<file path="src/rtl/ihex_pkg.sv">
// Shared types, constants and helpers for the Intel HEX record encoder.
`default_nettype none

package ihex_pkg;

   // Characters
   localparam logic [7:0] CHAR_COLON = 8'h3A;
   localparam logic [7:0] CHAR_LF    = 8'h0A;

   // Record type of data records
   localparam logic [7:0] DATA_REC_TYPE = 8'h00;

   // Configuration register indexes and reset values
   localparam int          CSR_IDX_W         = 2;
   localparam int          CSR_DATA_W        = 16;
   localparam logic [1:0]  CSR_RECORD_LENGTH = 2'd0;
   localparam logic [1:0]  CSR_TOTAL_LENGTH  = 2'd1;
   localparam logic [1:0]  CSR_START_ADDRESS = 2'd2;
   localparam logic [7:0]  RECORD_LENGTH_RST = 8'd16;
   localparam logic [15:0] TOTAL_LENGTH_RST  = 16'd1;

   // End-of-file record text, line feed excluded
   localparam int EOF_TEXT_LEN = 11;
   localparam int EOF_IDX_W    = $clog2(EOF_TEXT_LEN);
   localparam logic [7:0] EOF_TEXT [EOF_TEXT_LEN] = '{
      8'h3A, 8'h30, 8'h30, 8'h30, 8'h30, 8'h30, 8'h30, 8'h30, 8'h31, 8'h46, 8'h46
   };

   // One classified byte: everything the character sequencer needs
   typedef struct packed {
      logic [7:0]  data;
      logic        open_rec;
      logic [7:0]  count;
      logic [15:0] addr;
      logic        close_rec;
      logic [7:0]  checksum;
      logic        close_xfer;
   } cmd_type;

   // Character positions within the output text of one byte
   typedef enum logic [3:0] {
      S_COLON,
      S_CNT_HI,
      S_CNT_LO,
      S_ADR3,
      S_ADR2,
      S_ADR1,
      S_ADR0,
      S_TYP_HI,
      S_TYP_LO,
      S_DAT_HI,
      S_DAT_LO,
      S_CKS_HI,
      S_CKS_LO,
      S_EOL,
      S_EOF_TXT,
      S_EOF_EOL
   } step_type;

   // Uppercase ASCII hex digit
   function automatic logic [7:0] hex_char(input logic [3:0] nib);
      logic [7:0] base;
      base = (nib < 4'd10) ? 8'h30 : 8'h37;
      return base + {4'h0, nib};
   endfunction

endpackage

`default_nettype wire

</file>
<file path="src/rtl/ihex_if.sv">
// Channel interfaces: byte requests, character results, register writes.
`default_nettype none

interface ihex_req_if;
   logic       valid;
   logic       ready;
   logic [7:0] data_byte;

   modport source (output valid, output data_byte, input ready);
   modport sink   (input valid, input data_byte, output ready);
endinterface

interface ihex_rsp_if;
   logic       valid;
   logic       ready;
   logic [7:0] ascii_char;
   logic       end_of_line;
   logic       last;

   modport source (output valid, output ascii_char, output end_of_line, output last,
                   input ready);
   modport sink   (input valid, input ascii_char, input end_of_line, input last,
                   output ready);
endinterface

interface ihex_csr_if;
   logic                            valid;
   logic                            ready;
   logic [ihex_pkg::CSR_IDX_W-1:0]  index;
   logic [ihex_pkg::CSR_DATA_W-1:0] data;

   modport source (output valid, output index, output data, input ready);
   modport sink   (input valid, input index, input data, output ready);
endinterface

`default_nettype wire

</file>
<file path="src/rtl/ihex_front.sv">
// Front end: registers, transfer/record bookkeeping, classification of each byte.
`default_nettype none

module ihex_front (
   input  wire logic          clock,
   input  wire logic          reset,
   ihex_req_if.sink           req,
   ihex_csr_if.sink           csr,
   output ihex_pkg::cmd_type  push_cmd,
   output logic               push_valid,
   input  wire logic          push_ready
);

   logic [7:0]  record_length_ff, record_length_in;
   logic [15:0] total_length_ff, total_length_in;
   logic [15:0] address_ff, address_in;
   logic [15:0] remaining_ff, remaining_in;
   logic [7:0]  record_left_ff, record_left_in;
   logic [7:0]  sum_ff, sum_in;

   logic        accept;
   logic        xfer_open;
   logic [15:0] br;
   logic [7:0]  rl;
   logic        open_rec;
   logic [7:0]  limit;
   logic [7:0]  count;
   logic [7:0]  sum0;
   logic [7:0]  sum1;
   logic [7:0]  rl1;
   logic [15:0] br1;
   logic        close_rec;
   logic        close_xfer;

   assign csr.ready  = 1'b1;
   assign req.ready  = push_ready;
   assign push_valid = req.valid;
   assign accept     = req.valid && push_ready;

   always_comb begin
      xfer_open = (remaining_ff != 16'd0);
      br        = xfer_open ? remaining_ff
                            : ((total_length_ff == 16'd0) ? 16'd1 : total_length_ff);
      rl        = xfer_open ? record_left_ff : 8'd0;
      open_rec  = (rl == 8'd0);
      limit     = (record_length_ff == 8'd0) ? 8'd1 : record_length_ff;
      count     = (br < {8'h00, limit}) ? br[7:0] : limit;
      sum0      = open_rec ? (count + address_ff[7:0] + address_ff[15:8]) : sum_ff;
      sum1      = sum0 + req.data_byte;
      rl1       = (open_rec ? count : rl) - 8'd1;
      br1       = br - 16'd1;
      close_rec  = (rl1 == 8'd0);
      close_xfer = (br1 == 16'd0);
   end

   always_comb begin
      push_cmd.data       = req.data_byte;
      push_cmd.open_rec   = open_rec;
      push_cmd.count      = count;
      push_cmd.addr       = address_ff;
      push_cmd.close_rec  = close_rec;
      push_cmd.checksum   = 8'h00 - sum1;
      push_cmd.close_xfer = close_xfer;
   end

   always_comb begin
      record_length_in = record_length_ff;
      total_length_in  = total_length_ff;
      address_in       = address_ff;
      remaining_in     = remaining_ff;
      record_left_in   = record_left_ff;
      sum_in           = sum_ff;
      if (accept) begin
         if (open_rec) begin
            address_in = address_ff + {8'h00, count};
         end
         sum_in         = close_rec ? 8'h00 : sum1;
         record_left_in = close_xfer ? 8'd0 : rl1;
         remaining_in   = br1;
      end
      // Writes are to arrive only while idle; the block itself does not enforce this
      if (csr.valid) begin
         unique case (csr.index)
            ihex_pkg::CSR_RECORD_LENGTH: record_length_in = csr.data[7:0];
            ihex_pkg::CSR_TOTAL_LENGTH:  total_length_in  = csr.data;
            ihex_pkg::CSR_START_ADDRESS: address_in       = csr.data;
            default: ;
         endcase
      end
   end

   always_ff @(posedge clock) begin
      if (reset) begin
         record_length_ff <= ihex_pkg::RECORD_LENGTH_RST;
         total_length_ff  <= ihex_pkg::TOTAL_LENGTH_RST;
         address_ff       <= 16'd0;
         remaining_ff     <= 16'd0;
         record_left_ff   <= 8'd0;
         sum_ff           <= 8'd0;
      end else begin
         record_length_ff <= record_length_in;
         total_length_ff  <= total_length_in;
         address_ff       <= address_in;
         remaining_ff     <= remaining_in;
         record_left_ff   <= record_left_in;
         sum_ff           <= sum_in;
      end
   end

endmodule

`default_nettype wire

</file>
<file path="src/rtl/ihex_queue.sv">
// Small FIFO of classified bytes between front end and character sequencer.
`default_nettype none

module ihex_queue #(
   parameter int DEPTH = 4
) (
   input  wire logic              clock,
   input  wire logic              reset,
   input  wire logic              push_valid,
   input  wire ihex_pkg::cmd_type push_cmd,
   output logic                   push_ready,
   output logic                   pop_valid,
   output ihex_pkg::cmd_type      pop_cmd,
   input  wire logic              pop_ready
);

   localparam int PTR_W = $clog2(DEPTH);
   localparam int CNT_W = $clog2(DEPTH + 1);

   ihex_pkg::cmd_type mem [DEPTH];

   logic [PTR_W-1:0] wr_ptr_ff, wr_ptr_in;
   logic [PTR_W-1:0] rd_ptr_ff, rd_ptr_in;
   logic [CNT_W-1:0] fill_ff, fill_in;
   logic             do_push;
   logic             do_pop;

   assign push_ready = (fill_ff != CNT_W'(DEPTH));
   assign pop_valid  = (fill_ff != '0);
   assign pop_cmd    = mem[rd_ptr_ff];
   assign do_push    = push_valid && push_ready;
   assign do_pop     = pop_valid && pop_ready;

   always_comb begin
      wr_ptr_in = wr_ptr_ff;
      rd_ptr_in = rd_ptr_ff;
      fill_in   = fill_ff;
      if (do_push) begin
         wr_ptr_in = (wr_ptr_ff == PTR_W'(DEPTH - 1)) ? '0 : wr_ptr_ff + 1'b1;
      end
      if (do_pop) begin
         rd_ptr_in = (rd_ptr_ff == PTR_W'(DEPTH - 1)) ? '0 : rd_ptr_ff + 1'b1;
      end
      if (do_push && !do_pop) begin
         fill_in = fill_ff + 1'b1;
      end else if (do_pop && !do_push) begin
         fill_in = fill_ff - 1'b1;
      end
   end

   always_ff @(posedge clock) begin
      if (do_push) begin
         mem[wr_ptr_ff] <= push_cmd;
      end
   end

   always_ff @(posedge clock) begin
      if (reset) begin
         wr_ptr_ff <= '0;
         rd_ptr_ff <= '0;
         fill_ff   <= '0;
      end else begin
         wr_ptr_ff <= wr_ptr_in;
         rd_ptr_ff <= rd_ptr_in;
         fill_ff   <= fill_in;
      end
   end

endmodule

`default_nettype wire

</file>
<file path="src/rtl/ihex_back.sv">
// Back end: walks the characters of one classified byte into the output register.
`default_nettype none

module ihex_back (
   input  wire logic              clock,
   input  wire logic              reset,
   input  wire logic              pop_valid,
   input  wire ihex_pkg::cmd_type pop_cmd,
   output logic                   pop_ready,
   ihex_rsp_if.source             rsp
);

   ihex_pkg::step_type step_ff, step_in;
   ihex_pkg::step_type cur_step;
   ihex_pkg::step_type nxt_step;
   logic                            mid_ff, mid_in;
   logic [ihex_pkg::EOF_IDX_W-1:0]  eof_idx_ff, eof_idx_in;
   logic [ihex_pkg::EOF_IDX_W-1:0]  eof_nxt;
   logic                            done;
   logic                            out_free;
   logic                            fire;

   logic       rsp_valid_ff, rsp_valid_in;
   logic [7:0] char_ff, char_in;
   logic       eol_ff, eol_in;
   logic       last_ff, last_in;

   assign out_free  = !rsp_valid_ff || rsp.ready;
   assign fire      = pop_valid && out_free;
   assign pop_ready = fire && done;

   // Start of a new entry: header only when it opens a record
   assign cur_step = mid_ff ? step_ff
                            : (pop_cmd.open_rec ? ihex_pkg::S_COLON : ihex_pkg::S_DAT_HI);

   // Next position
   always_comb begin
      nxt_step = cur_step;
      eof_nxt  = '0;
      done     = 1'b0;
      unique case (cur_step)
         ihex_pkg::S_COLON:  nxt_step = ihex_pkg::S_CNT_HI;
         ihex_pkg::S_CNT_HI: nxt_step = ihex_pkg::S_CNT_LO;
         ihex_pkg::S_CNT_LO: nxt_step = ihex_pkg::S_ADR3;
         ihex_pkg::S_ADR3:   nxt_step = ihex_pkg::S_ADR2;
         ihex_pkg::S_ADR2:   nxt_step = ihex_pkg::S_ADR1;
         ihex_pkg::S_ADR1:   nxt_step = ihex_pkg::S_ADR0;
         ihex_pkg::S_ADR0:   nxt_step = ihex_pkg::S_TYP_HI;
         ihex_pkg::S_TYP_HI: nxt_step = ihex_pkg::S_TYP_LO;
         ihex_pkg::S_TYP_LO: nxt_step = ihex_pkg::S_DAT_HI;
         ihex_pkg::S_DAT_HI: nxt_step = ihex_pkg::S_DAT_LO;
         ihex_pkg::S_DAT_LO: begin
            priority if (pop_cmd.close_rec) begin
               nxt_step = ihex_pkg::S_CKS_HI;
            end else if (pop_cmd.close_xfer) begin
               nxt_step = ihex_pkg::S_EOF_TXT;
            end else begin
               done = 1'b1;
            end
         end
         ihex_pkg::S_CKS_HI: nxt_step = ihex_pkg::S_CKS_LO;
         ihex_pkg::S_CKS_LO: nxt_step = ihex_pkg::S_EOL;
         ihex_pkg::S_EOL: begin
            if (pop_cmd.close_xfer) begin
               nxt_step = ihex_pkg::S_EOF_TXT;
            end else begin
               done = 1'b1;
            end
         end
         ihex_pkg::S_EOF_TXT: begin
            if (eof_idx_ff == ihex_pkg::EOF_IDX_W'(ihex_pkg::EOF_TEXT_LEN - 1)) begin
               nxt_step = ihex_pkg::S_EOF_EOL;
            end else begin
               eof_nxt = eof_idx_ff + 1'b1;
            end
         end
         ihex_pkg::S_EOF_EOL: done = 1'b1;
         default:             done = 1'b1;
      endcase
   end

   // Character at the current position
   always_comb begin
      char_in = ihex_pkg::CHAR_COLON;
      eol_in  = 1'b0;
      last_in = 1'b0;
      unique case (cur_step)
         ihex_pkg::S_COLON:   char_in = ihex_pkg::CHAR_COLON;
         ihex_pkg::S_CNT_HI:  char_in = ihex_pkg::hex_char(pop_cmd.count[7:4]);
         ihex_pkg::S_CNT_LO:  char_in = ihex_pkg::hex_char(pop_cmd.count[3:0]);
         ihex_pkg::S_ADR3:    char_in = ihex_pkg::hex_char(pop_cmd.addr[15:12]);
         ihex_pkg::S_ADR2:    char_in = ihex_pkg::hex_char(pop_cmd.addr[11:8]);
         ihex_pkg::S_ADR1:    char_in = ihex_pkg::hex_char(pop_cmd.addr[7:4]);
         ihex_pkg::S_ADR0:    char_in = ihex_pkg::hex_char(pop_cmd.addr[3:0]);
         ihex_pkg::S_TYP_HI:  char_in = ihex_pkg::hex_char(ihex_pkg::DATA_REC_TYPE[7:4]);
         ihex_pkg::S_TYP_LO:  char_in = ihex_pkg::hex_char(ihex_pkg::DATA_REC_TYPE[3:0]);
         ihex_pkg::S_DAT_HI:  char_in = ihex_pkg::hex_char(pop_cmd.data[7:4]);
         ihex_pkg::S_DAT_LO:  char_in = ihex_pkg::hex_char(pop_cmd.data[3:0]);
         ihex_pkg::S_CKS_HI:  char_in = ihex_pkg::hex_char(pop_cmd.checksum[7:4]);
         ihex_pkg::S_CKS_LO:  char_in = ihex_pkg::hex_char(pop_cmd.checksum[3:0]);
         ihex_pkg::S_EOL: begin
            char_in = ihex_pkg::CHAR_LF;
            eol_in  = 1'b1;
         end
         ihex_pkg::S_EOF_TXT: char_in = ihex_pkg::EOF_TEXT[eof_idx_ff];
         ihex_pkg::S_EOF_EOL: begin
            char_in = ihex_pkg::CHAR_LF;
            eol_in  = 1'b1;
            last_in = 1'b1;
         end
         default: ;
      endcase
   end

   always_comb begin
      step_in      = step_ff;
      mid_in       = mid_ff;
      eof_idx_in   = eof_idx_ff;
      rsp_valid_in = rsp_valid_ff;
      if (rsp.ready) begin
         rsp_valid_in = 1'b0;
      end
      if (fire) begin
         step_in      = nxt_step;
         mid_in       = !done;
         eof_idx_in   = eof_nxt;
         rsp_valid_in = 1'b1;
      end
   end

   always_ff @(posedge clock) begin
      if (reset) begin
         step_ff      <= ihex_pkg::S_COLON;
         mid_ff       <= 1'b0;
         eof_idx_ff   <= '0;
         rsp_valid_ff <= 1'b0;
      end else begin
         step_ff      <= step_in;
         mid_ff       <= mid_in;
         eof_idx_ff   <= eof_idx_in;
         rsp_valid_ff <= rsp_valid_in;
      end
   end

   always_ff @(posedge clock) begin
      if (fire) begin
         char_ff <= char_in;
         eol_ff  <= eol_in;
         last_ff <= last_in;
      end
   end

   assign rsp.valid       = rsp_valid_ff;
   assign rsp.ascii_char  = char_ff;
   assign rsp.end_of_line = eol_ff;
   assign rsp.last        = last_ff;

endmodule

`default_nettype wire

</file>
<file path="src/rtl/intel_hex_record_encoder.sv">
// Intel HEX record encoder: data bytes in, Intel HEX text out one character at a time.
`default_nettype none

// Each request carries one data byte of a transfer; the response channel
// delivers the resulting Intel HEX text, one ASCII character per response.
// A byte arriving with no transfer open starts one of total_length bytes
// (0 counts as 1). Records hold up to record_length bytes (0 counts as 1),
// the address advances by the record count and wraps at 16 bits, and the
// end-of-file record ":00000001FF" plus a line feed closes every transfer.
// end_of_line marks each record's line feed, last marks the final one.
// Rate: the output emits one character per cycle while the receiver takes
// them; a byte gives 2 characters mid-record, 9 more when it opens a record,
// 3 more when it closes one and 12 more when it ends the transfer, about
// 2.75 characters per byte with 16-byte records; the sequencer sets the rate.
// The front end classifies a byte in the cycle it is accepted and runs up
// to QUEUE_DEPTH bytes ahead of the sequencer, so requests keep flowing
// while earlier characters are still waiting to be taken. Registers are
// written through the csr channel (always ready) and should be written
// only while no characters are pending; writing start_address sets the
// address of the next record.

module intel_hex_record_encoder #(
   parameter int QUEUE_DEPTH = 4
) (
   input  wire logic    clock,
   input  wire logic    reset,
   ihex_req_if.sink     req_ch,
   ihex_rsp_if.source   rsp_ch,
   ihex_csr_if.sink     csr_ch
);

   // Front end to queue
   ihex_pkg::cmd_type push_cmd;
   logic              push_valid;
   logic              push_ready;

   // Queue to sequencer
   ihex_pkg::cmd_type pop_cmd;
   logic              pop_valid;
   logic              pop_ready;

   ihex_front u_front (
      .clock      (clock),
      .reset      (reset),
      .req        (req_ch),
      .csr        (csr_ch),
      .push_cmd   (push_cmd),
      .push_valid (push_valid),
      .push_ready (push_ready)
   );

   ihex_queue #(
      .DEPTH (QUEUE_DEPTH)
   ) u_queue (
      .clock      (clock),
      .reset      (reset),
      .push_valid (push_valid),
      .push_cmd   (push_cmd),
      .push_ready (push_ready),
      .pop_valid  (pop_valid),
      .pop_cmd    (pop_cmd),
      .pop_ready  (pop_ready)
   );

   ihex_back u_back (
      .clock     (clock),
      .reset     (reset),
      .pop_valid (pop_valid),
      .pop_cmd   (pop_cmd),
      .pop_ready (pop_ready),
      .rsp       (rsp_ch)
   );

endmodule

`default_nettype wire

</file>
<file path="src/flat_wrapper.sv">
// flat-port wrapper written by rule: the top's interface ports become plain ports
module intel_hex_record_encoder_flat 
#(
   parameter int QUEUE_DEPTH = 4
)
  (clock, reset, req_ch_valid, req_ch_data_byte, req_ch_ready, rsp_ch_valid, rsp_ch_ascii_char, rsp_ch_end_of_line, rsp_ch_last, rsp_ch_ready, csr_ch_valid, csr_ch_index, csr_ch_data, csr_ch_ready);
  ihex_req_if req_ch_i ();
  ihex_rsp_if rsp_ch_i ();
  ihex_csr_if csr_ch_i ();
  input  wire logic clock;
  input  wire logic reset;
  input wire logic [$bits(req_ch_i.valid)-1:0] req_ch_valid;
  input wire logic [$bits(req_ch_i.data_byte)-1:0] req_ch_data_byte;
  output wire logic [$bits(req_ch_i.ready)-1:0] req_ch_ready;
  output wire logic [$bits(rsp_ch_i.valid)-1:0] rsp_ch_valid;
  output wire logic [$bits(rsp_ch_i.ascii_char)-1:0] rsp_ch_ascii_char;
  output wire logic [$bits(rsp_ch_i.end_of_line)-1:0] rsp_ch_end_of_line;
  output wire logic [$bits(rsp_ch_i.last)-1:0] rsp_ch_last;
  input wire logic [$bits(rsp_ch_i.ready)-1:0] rsp_ch_ready;
  input wire logic [$bits(csr_ch_i.valid)-1:0] csr_ch_valid;
  input wire logic [$bits(csr_ch_i.index)-1:0] csr_ch_index;
  input wire logic [$bits(csr_ch_i.data)-1:0] csr_ch_data;
  output wire logic [$bits(csr_ch_i.ready)-1:0] csr_ch_ready;
  assign req_ch_i.valid = req_ch_valid;
  assign req_ch_i.data_byte = req_ch_data_byte;
  assign req_ch_ready = req_ch_i.ready;
  assign rsp_ch_valid = rsp_ch_i.valid;
  assign rsp_ch_ascii_char = rsp_ch_i.ascii_char;
  assign rsp_ch_end_of_line = rsp_ch_i.end_of_line;
  assign rsp_ch_last = rsp_ch_i.last;
  assign rsp_ch_i.ready = rsp_ch_ready;
  assign csr_ch_i.valid = csr_ch_valid;
  assign csr_ch_i.index = csr_ch_index;
  assign csr_ch_i.data = csr_ch_data;
  assign csr_ch_ready = csr_ch_i.ready;
  intel_hex_record_encoder #(.QUEUE_DEPTH(QUEUE_DEPTH)) u_core (.clock(clock), .reset(reset), .req_ch(req_ch_i), .rsp_ch(rsp_ch_i), .csr_ch(csr_ch_i));
endmodule
</file>
<file path="config.mk">
export PLATFORM = sky130hd
export DESIGN_NAME = intel_hex_record_encoder_flat
export DESIGN_NICKNAME = d
export VERILOG_FILES = /design/src/rtl/ihex_pkg.sv /design/src/rtl/ihex_if.sv /design/src/rtl/ihex_front.sv /design/src/rtl/ihex_queue.sv /design/src/rtl/ihex_back.sv /design/src/rtl/intel_hex_record_encoder.sv /design/src/flat_wrapper.sv
export SDC_FILE = /design/constraint.sdc
export NUM_CORES = 1
export LEC_CHECK = 0
export ABC_CLOCK_PERIOD_IN_PS = 7300
export BUFFER_PORTS_ARGS = -buffer_cell sky130_fd_sc_hd__buf_2
export CAP_MARGIN = 20
export CORE_AREA = 2 2 242 149
export CTS_CLUSTER_DIAMETER = 150
export DETAILED_ROUTE_END_ITERATION = 10
export DIE_AREA = 0 0 244 151
export RECOVER_POWER = 25
export SYNTH_ARGS = -nofsm -noshare
export SYNTH_HDL_FRONTEND = slang
export SYNTH_SLANG_ARGS = --single-unit
</file>
<file path="constraint.sdc">
create_clock -name clock -period 7.3 [get_ports clock]
set_input_delay 1.46 -clock clock [delete_from_list [all_inputs] [get_ports clock]]
set_output_delay 1.46 -clock clock [all_outputs]
set_load 0.02 [all_outputs]
</file>
==> results of run 1 <==
[state kept, by name (all words and copies together), names as in the netlist, 2 cells and up, named ones only]
register,count
u_core.u_front.sum_ff,8
u_core.u_front.record_left_ff,8
u_core.u_back.rsp.ascii_char,7
u_core.u_back.eof_idx_ff,4
u_core.u_front.record_length_ff,8
u_core.u_queue.wr_ptr_ff,2
u_core.u_front.remaining_ff,16
u_core.u_queue.fill_ff,3
u_core.u_queue.rd_ptr_ff,2
u_core.u_front.address_ff,16
u_core.u_front.total_length_ff,16
u_core.u_back.step_ff,4
u_core.u_queue.mem,172
[critical path, cell delays in order, from the launching register on]
cell      delay (ns)
dfxtp_1         0.35
or3_4           0.43
or3_1           0.49
nor2_8          0.34
a21oi_1         0.20
inv_1           0.14
ha_1            0.25
o41a_1          0.43
o211a_1         0.13
nand4b_1        0.21
buf_4           0.22
o21ai_0         0.22
and2_1          0.33
fa_1            0.48
ha_1            0.35
a21oi_1         0.23
o21bai_1        0.10
a21oi_1         0.17
xor2_1          0.16
o21ai_0         0.09
ha_1            0.35
a21oi_1         0.13
o21ai_0         0.11
xnor2_1         0.17
xnor2_2         0.28
xnor2_2         0.15
[final timing paths]
check / from / end / slack [ns] / cells after the start
worst max-delay path: u_core.u_front.remaining_ff[12] / u_core.u_queue.mem[3][8] / 0.52 / 25
worst min-delay path: u_core.u_back.rsp.valid / u_core.u_back.rsp.valid / 0.48 / 2
worst max register to register: u_core.u_front.remaining_ff[12] / u_core.u_queue.mem[3][8] / 0.52 / 25
worst min register to register: u_core.u_back.rsp.valid / u_core.u_back.rsp.valid / 0.48 / 2
[stage by stage]
step / util / std cells / setup WS, ns / hold WS, ns
after floorplan: - / 1377 / 1.15 / 0.441
after global placement: 0.454 / 1846 / 0.703 / 0.463
after detailed placement: 0.455 / 1847 / 0.567 / 0.480
after CTS: 0.482 / 1897 / 0.538 / 0.484
after global routing: 0.482 / 1899 / 0.0917 / 0.507
final: 0.482 / 1899 / 0.516 / 0.482
[cells by family (layout without fill, tap and decap cells)]
kind of cell             Yosys count  after routing  share of synthesized area
AO/OA/AOI/OAI                    321            321                      0.136
XOR/XNOR                          59             59                     0.0350
adder cells (fa/ha/maj)           82             82                     0.0779
buffers and inverters            100            155                     0.0280
flip-flops                       272            272                      0.484
multiplexers                      55             55                     0.0727
other                              2              2                   0.000501
AND/OR/NAND/NOR                  486            486                      0.166
[timing repair]
action,4_1_cts,5_1_grt
endpoints found under the setup margin,0,2
setup buffers,0,0
gates resized for setup,0,3
[cells in the final DEF (no fill, tap or decap), types with 7 or more instances in the layout]
| cell type | instances |
|---|---|
| a211oi_1 | 13 |
| a21o_1 | 24 |
| a21oi_1 | 125 |
| a221oi_1 | 7 |
| a31oi_1 | 20 |
| and3_1 | 13 |
| buf_2 | 32 |
| buf_4 | 16 |
| clkbuf_1 | 16 |
| clkbuf_16 | 27 |
| clkinv_2 | 8 |
| dfxtp_1 | 89 |
| edfxtp_1 | 181 |
| fa_1 | 19 |
| ha_1 | 63 |
| inv_1 | 39 |
| mux2i_1 | 11 |
| mux4_2 | 43 |
| nand2_1 | 172 |
| nand2b_1 | 16 |
| nand3_1 | 37 |
| nand3b_1 | 18 |
| nand4_1 | 7 |
| nor2_1 | 92 |
| nor2b_1 | 15 |
| nor3_1 | 28 |
| nor4_1 | 16 |
| o21ai_0 | 45 |
| o22ai_1 | 13 |
| or3_1 | 18 |
| xnor2_1 | 30 |
| xor2_1 | 26 |
[layout make-up]
class                           count  area [um^2]
Clock inverter                     17          204
Fill cell                        3092        17900
Inverter                           42          159
Multi-Input combinational cell   1005         7350
Tap cell                          467          584
Clock buffer                       33          738
Timing Repair Buffer               63          360
Sequential cell                   272         7260
[power groups by stage]
| stage | logic [W] | registers [W] | clock network, W |
|---|---|---|---|
| after floorplan | 0.00310 | 0.00242 | 0 |
| after global placement | 0.00423 | 0.00248 | 0 |
| after detailed placement | 0.00431 | 0.00248 | 0 |
| after CTS | 0.00434 | 0.00245 | 0.00151 |
| after global routing | 0.00488 | 0.00249 | 0.00157 |
| final | 0.00444 | 0.00246 | 0.00148 |
[routing by layer]
metal	up-vias	GRT usage	wire length (um)
met5	-	0	0
met4	0	0.0412	680
met3	48	0.0585	4040
met2	428	0.309	16300
met1	5472	0.365	20600
li1	5226	-	-
==> out/qor.txt, run 1 <==
CP Data Required Time - 7.58 ns
Status - finished with violations
Post-synthesis sequential element count - 272
Vias in the first global route - 10.4k
Largest net degree at the start of global routing - 45
RSZ-0062 raised after global routing - no
Synth warn - 0
CP max FO - 17
CTS Sinks - 272
Post-DP HPWL - 30.6 mm
Maximum buffer depth of the clock tree - 3
Clk_skew - 0.0149 ns
DRT Pass-1 Iters - 6
Die Height - 151 um
Fin. Hold Viols - 0
Gr ovfl total - 0
Top-count cell post-synth - edfxtp_1
Worst-Skew Late Latency - 0.56 ns
Power Total - 0.00838 W
P_int - 0.00469 W
Final setup vio count - 0
Wire per inst - 21.9 um
CTS Buf Count - 27
Post-Syn Area - 15000 um^2
Synth top cells by count - edfxtp_1, nand2_1, a21oi_1
Clk slew on worst S/H paths - 0.06 ns
Syn_nets - 1490
Layout cells sized above 1 - 0.135
NumNets Final - 1524
Setup Crit Path Kind - reg2reg
Top-area cell type share of the netlist area - 0.362
CORE AREA - 34500 um^2
Buffers on Ports - 41
Combinational power share - 0.530
CTS tree - yes
Crit path DAT - 7.06 ns
Cell variety after synth - 89
Initial antenna violation count - 0
Remaining DRCs - 0
Slew HR - -0.984
Max cap viols - 3
Area growth syn-to-layout - 11.1%
Synth Instances - 1377
Avg Inst Size Synth - 10.9 um^2
Max-slew violation count - 120
Maximum vdd ir drop - 0.265 mV
RD Place Congestion - 0.966
Dpl cell area - 15700 um^2
Final worst path period need - 6.78 ns
Clk pwr share - 0.177
Cell taking the most area after synthesis - edfxtp_1
Setup TNS - 0 ns
Post-synthesis sequential area ratio - 0.484
DRT Wirelength - 41.6 mm
Routed Antenna Nets - 0
Net Sw Frac - 0.440
Ranking of synthesized cells by area - edfxtp_1, dfxtp_1, mux4_2, ha_1, nand2_1
Crit share post-route - 0.929
Ys async rst share - 0
P_sw - 0.00369 W
Via count - 11.2k
Post-cts hold buffer count - 0
Top FF cell, synth - edfxtp_1
Total track usage - 0.229
Die width - 244 um
Ports - 44
Root Buffer - clkbuf_16
EDFF count, synth - 181
Slew @ Worst Pin - 2.98 ns
Crit start category - register
Highest attainable clock frequency - 147 MHz
Initial drt markers - 1232
Sequential share of power - 0.293
FP Rows - 53
H-tree lvl count - 1
Cell area after layout - 16700 um^2
Critical path capture point type - register
Type of the worst min-delay path - reg2reg
First-pass GRT wire length - 63.7 mm
LEAKAGE - 6.15 nW
Antenna diodes - 0
Full die area - 36800 um^2
Failing checks - capacitance limit, slew limit
Vias per cell - 5.88
Power per Cell Area - 503 nW/um^2
Initial Util - 0.434
Note: power is estimated with default switching activity, not from simulation.
==> inputs of run 2 (changes only) <==
CELL_PAD_IN_SITES_DETAIL_PLACEMENT = 0   (was not set)
CELL_PAD_IN_SITES_GLOBAL_PLACEMENT = 1   (was not set)
PLACE_DENSITY_LB_ADDON = 0.1   (was not set)
==> run 2 against run 1 <==
Effect of this change: the run still ends with capacitance limit, slew limit left; design area shrank 0.25%; clock power is essentially flat; clock-buffer cell count shrank 6; largest cell class unchanged; largest power group unchanged; highest routed layer unchanged.
==> out/qor.txt, run 2 (synthesis results as in run 1) <==
Status - finished with violations
Failing checks - capacitance limit, slew limit
P_int - 0.00466 W (-0.53%)
Top reg by flops - u_core.u_queue.mem
Slew @ Worst Pin - 3.00 ns (+0.0221 ns)
Worst-Skew Late Latency - 0.55 ns (about the same)
Vias per cell - 5.85 (-0.53%)
Critical path capture point type - register
Slew HR - -0.999 (-0.0147)
Max-slew violation count - 132 (+10%)
Setup TNS - 0 ns (unchanged)
Clk pwr share - 0.180 (+0.003)
Post-layout util - 0.481 (-0.00120)
Final setup vio count - 0 (unchanged)
Layout cells sized above 1 - 0.129 (-0.00592)
Setup Crit Path Kind - reg2reg
Post-cts hold buffer count - 0 (unchanged)
First-pass GRT wire length - 66.8 mm (+5.0%)
Multi-input logic area - 7340 um^2 (-0.20%)
FP Rows - 53 (unchanged)
RSZ-0062 raised after global routing - no
P_sw - 0.00368 W (-0.31%)
Clk slew on worst S/H paths - 0.07 ns (about the same)
Post-Layout Cell Count - 1895 (-0.21%)
Commonest non-fill, non-tap cells in the layout - edfxtp_1, nand2_1, a21oi_1
Vias in the first global route - 10.5k (+1.2%)
Final worst path period need - 6.82 ns (+0.0405 ns)
Crit share post-route - 0.935 (+0.00555)
Via count - 11.1k (-0.74%)
Commonest non-fill, non-tap cell in the layout - edfxtp_1
Die Height - 151 um (unchanged)
Area growth syn-to-layout - 10.8%
DRT Wirelength - 44.2 mm (+6.2%)
Slowest-stage cell, CP - and4b_1
Initial drt markers - 1088 (-12%)
Full die area - 36800 um^2 (unchanged)
Total track usage - 0.243 (+0.0144)
CORE AREA - 34500 um^2 (unchanged)
RD Place Congestion - 0.972 (+0.70%)
Reg area - 7260 um^2 (unchanged)
Max FFs per register - 172 (unchanged)
Highest attainable clock frequency - 147 MHz (-0.59%)
Power per Cell Area - 502 nW/um^2 (-0.19%)
CTS Buf Count - 27 (unchanged)
Routed Antenna Nets - 0 (unchanged)
Hold WS - 0.474 ns (-0.00753 ns)
LEAKAGE - 6.11 nW (-0.68%)
CP max FO - 17 (unchanged)
Cell area after layout - 16600 um^2 (-0.25%)
Gr ovfl total - 0 (unchanged)
CP Data Required Time - 7.62 ns (+0.04 ns)
Largest net degree at the start of global routing - 62 (+38%)
Critical path's top delay family - simple AND/OR/NAND/NOR gates
Root Buffer - clkbuf_16
Buf+Inv Stages, Crit Path - 2 (unchanged)
Crit path DAT - 7.15 ns (+0.09 ns)
Maximum buffer depth of the clock tree - 3 (unchanged)
H-tree lvl count - 1 (unchanged)
Fin. Hold Viols - 0 (unchanged)
Net Sw Frac - 0.441 (+0.000544)
Sequential share of power - 0.296 (+0.003)
Ports - 44 (unchanged)
Die width - 244 um (unchanged)
CTS Sinks - 272 (unchanged)
DRT Pass-1 Iters - 6 (unchanged)
Filler cell count in the final layout - 3107 (+0.49%)
Max cap viols - 3 (unchanged)
Combinational power share - 0.524 (-0.006)
Antenna diodes - 0 (unchanged)
Post-CTS Resized - 0 (unchanged)
Crit start category - register
Post-CTS setup buffer count - 0 (unchanged)
Clk_skew - 0.0197 ns (+0.00478 ns)
Maximum vdd ir drop - 0.285 mV (+7.7%)
CP peak stage delay - 0.55 ns (+0.06 ns)
Buffers on Ports - 41 (unchanged)
Initial antenna violation count - 1 (+1)
CTS tree - yes
Remaining DRCs - 0 (unchanged)
Post-DP HPWL - 32.2 mm (+5.3%)
Initial Util - 0.434 (unchanged)
Dpl cell area - 15700 um^2 (-0.25%)
Wire per inst - 23.3 um (+6.4%)
NumNets Final - 1521 (-0.20%)
Inst Count DP - 1845 (-0.11%)
Type of the worst min-delay path - reg2reg
==> run 2: cell types whose count changed in the layout (fill, tap and decap cells not counted), sizes merged <==
cell	before	now
clkbuf	47	41
bufinv	4	6
clkinv	11	13
clkinvlp	1	4
buf	49	46
inv	43	41
==> run 2: final timing paths <==
path / startpoint / to / slack [ns] / cells past startpoint
max: u_core.u_front.remaining_ff[12] / u_core.u_queue.mem[0][8] / 0.48 / 25
min: u_core.u_back.rsp.valid / u_core.u_back.rsp.valid / 0.47 / 2
max reg2reg: u_core.u_front.remaining_ff[12] / u_core.u_queue.mem[0][8] / 0.48 / 25
min reg2reg: u_core.u_back.rsp.valid / u_core.u_back.rsp.valid / 0.47 / 2
==> run 2: layout make-up <==
class,instances,area share
clock buffer,27,0.0407
clock inverter,22,0.0158
tap,467,0.0352
timing repair buffer,60,0.0203
multi-input combinational,1005,0.442
inverter,42,0.00956
sequential,272,0.437
==> run 2: tightest hold or removal path: cells and delay by family (launching register included) <==
family,cells,cell delay [ns]
AND/OR/NAND/NOR,1,0.06
flip-flops,1,0.32
AO/OA/AOI/OAI,1,0.05
==> run 2: power groups by stage <==
stage	clock network (W)	logic (W)	registers, W
final	0.00150	0.00437	0.00247
after floorplan	0	0.00310	0.00242
after global routing	0.00159	0.00483	0.00251
after CTS	0.00153	0.00429	0.00246
after detailed placement	0	0.00425	0.00249
after global placement	0	0.00427	0.00248
==> run 2: per-stage QoR <==
stage	total power, W	setup WS, ns
detailed placement	0.00675	0.420
CTS	0.00828	0.396
floorplan	0.00552	1.15
global route	0.00893	0.0301
global placement	0.00676	0.613
finish	0.00834	0.475
==> run 2: layer usage <==
metal	vias up	track usage	wire, um
met5	-	0	0
met4	0	0.0351	596
met3	42	0.0824	4670
met2	449	0.310	16200
met1	5374	0.393	22700
li1	5226	-	-
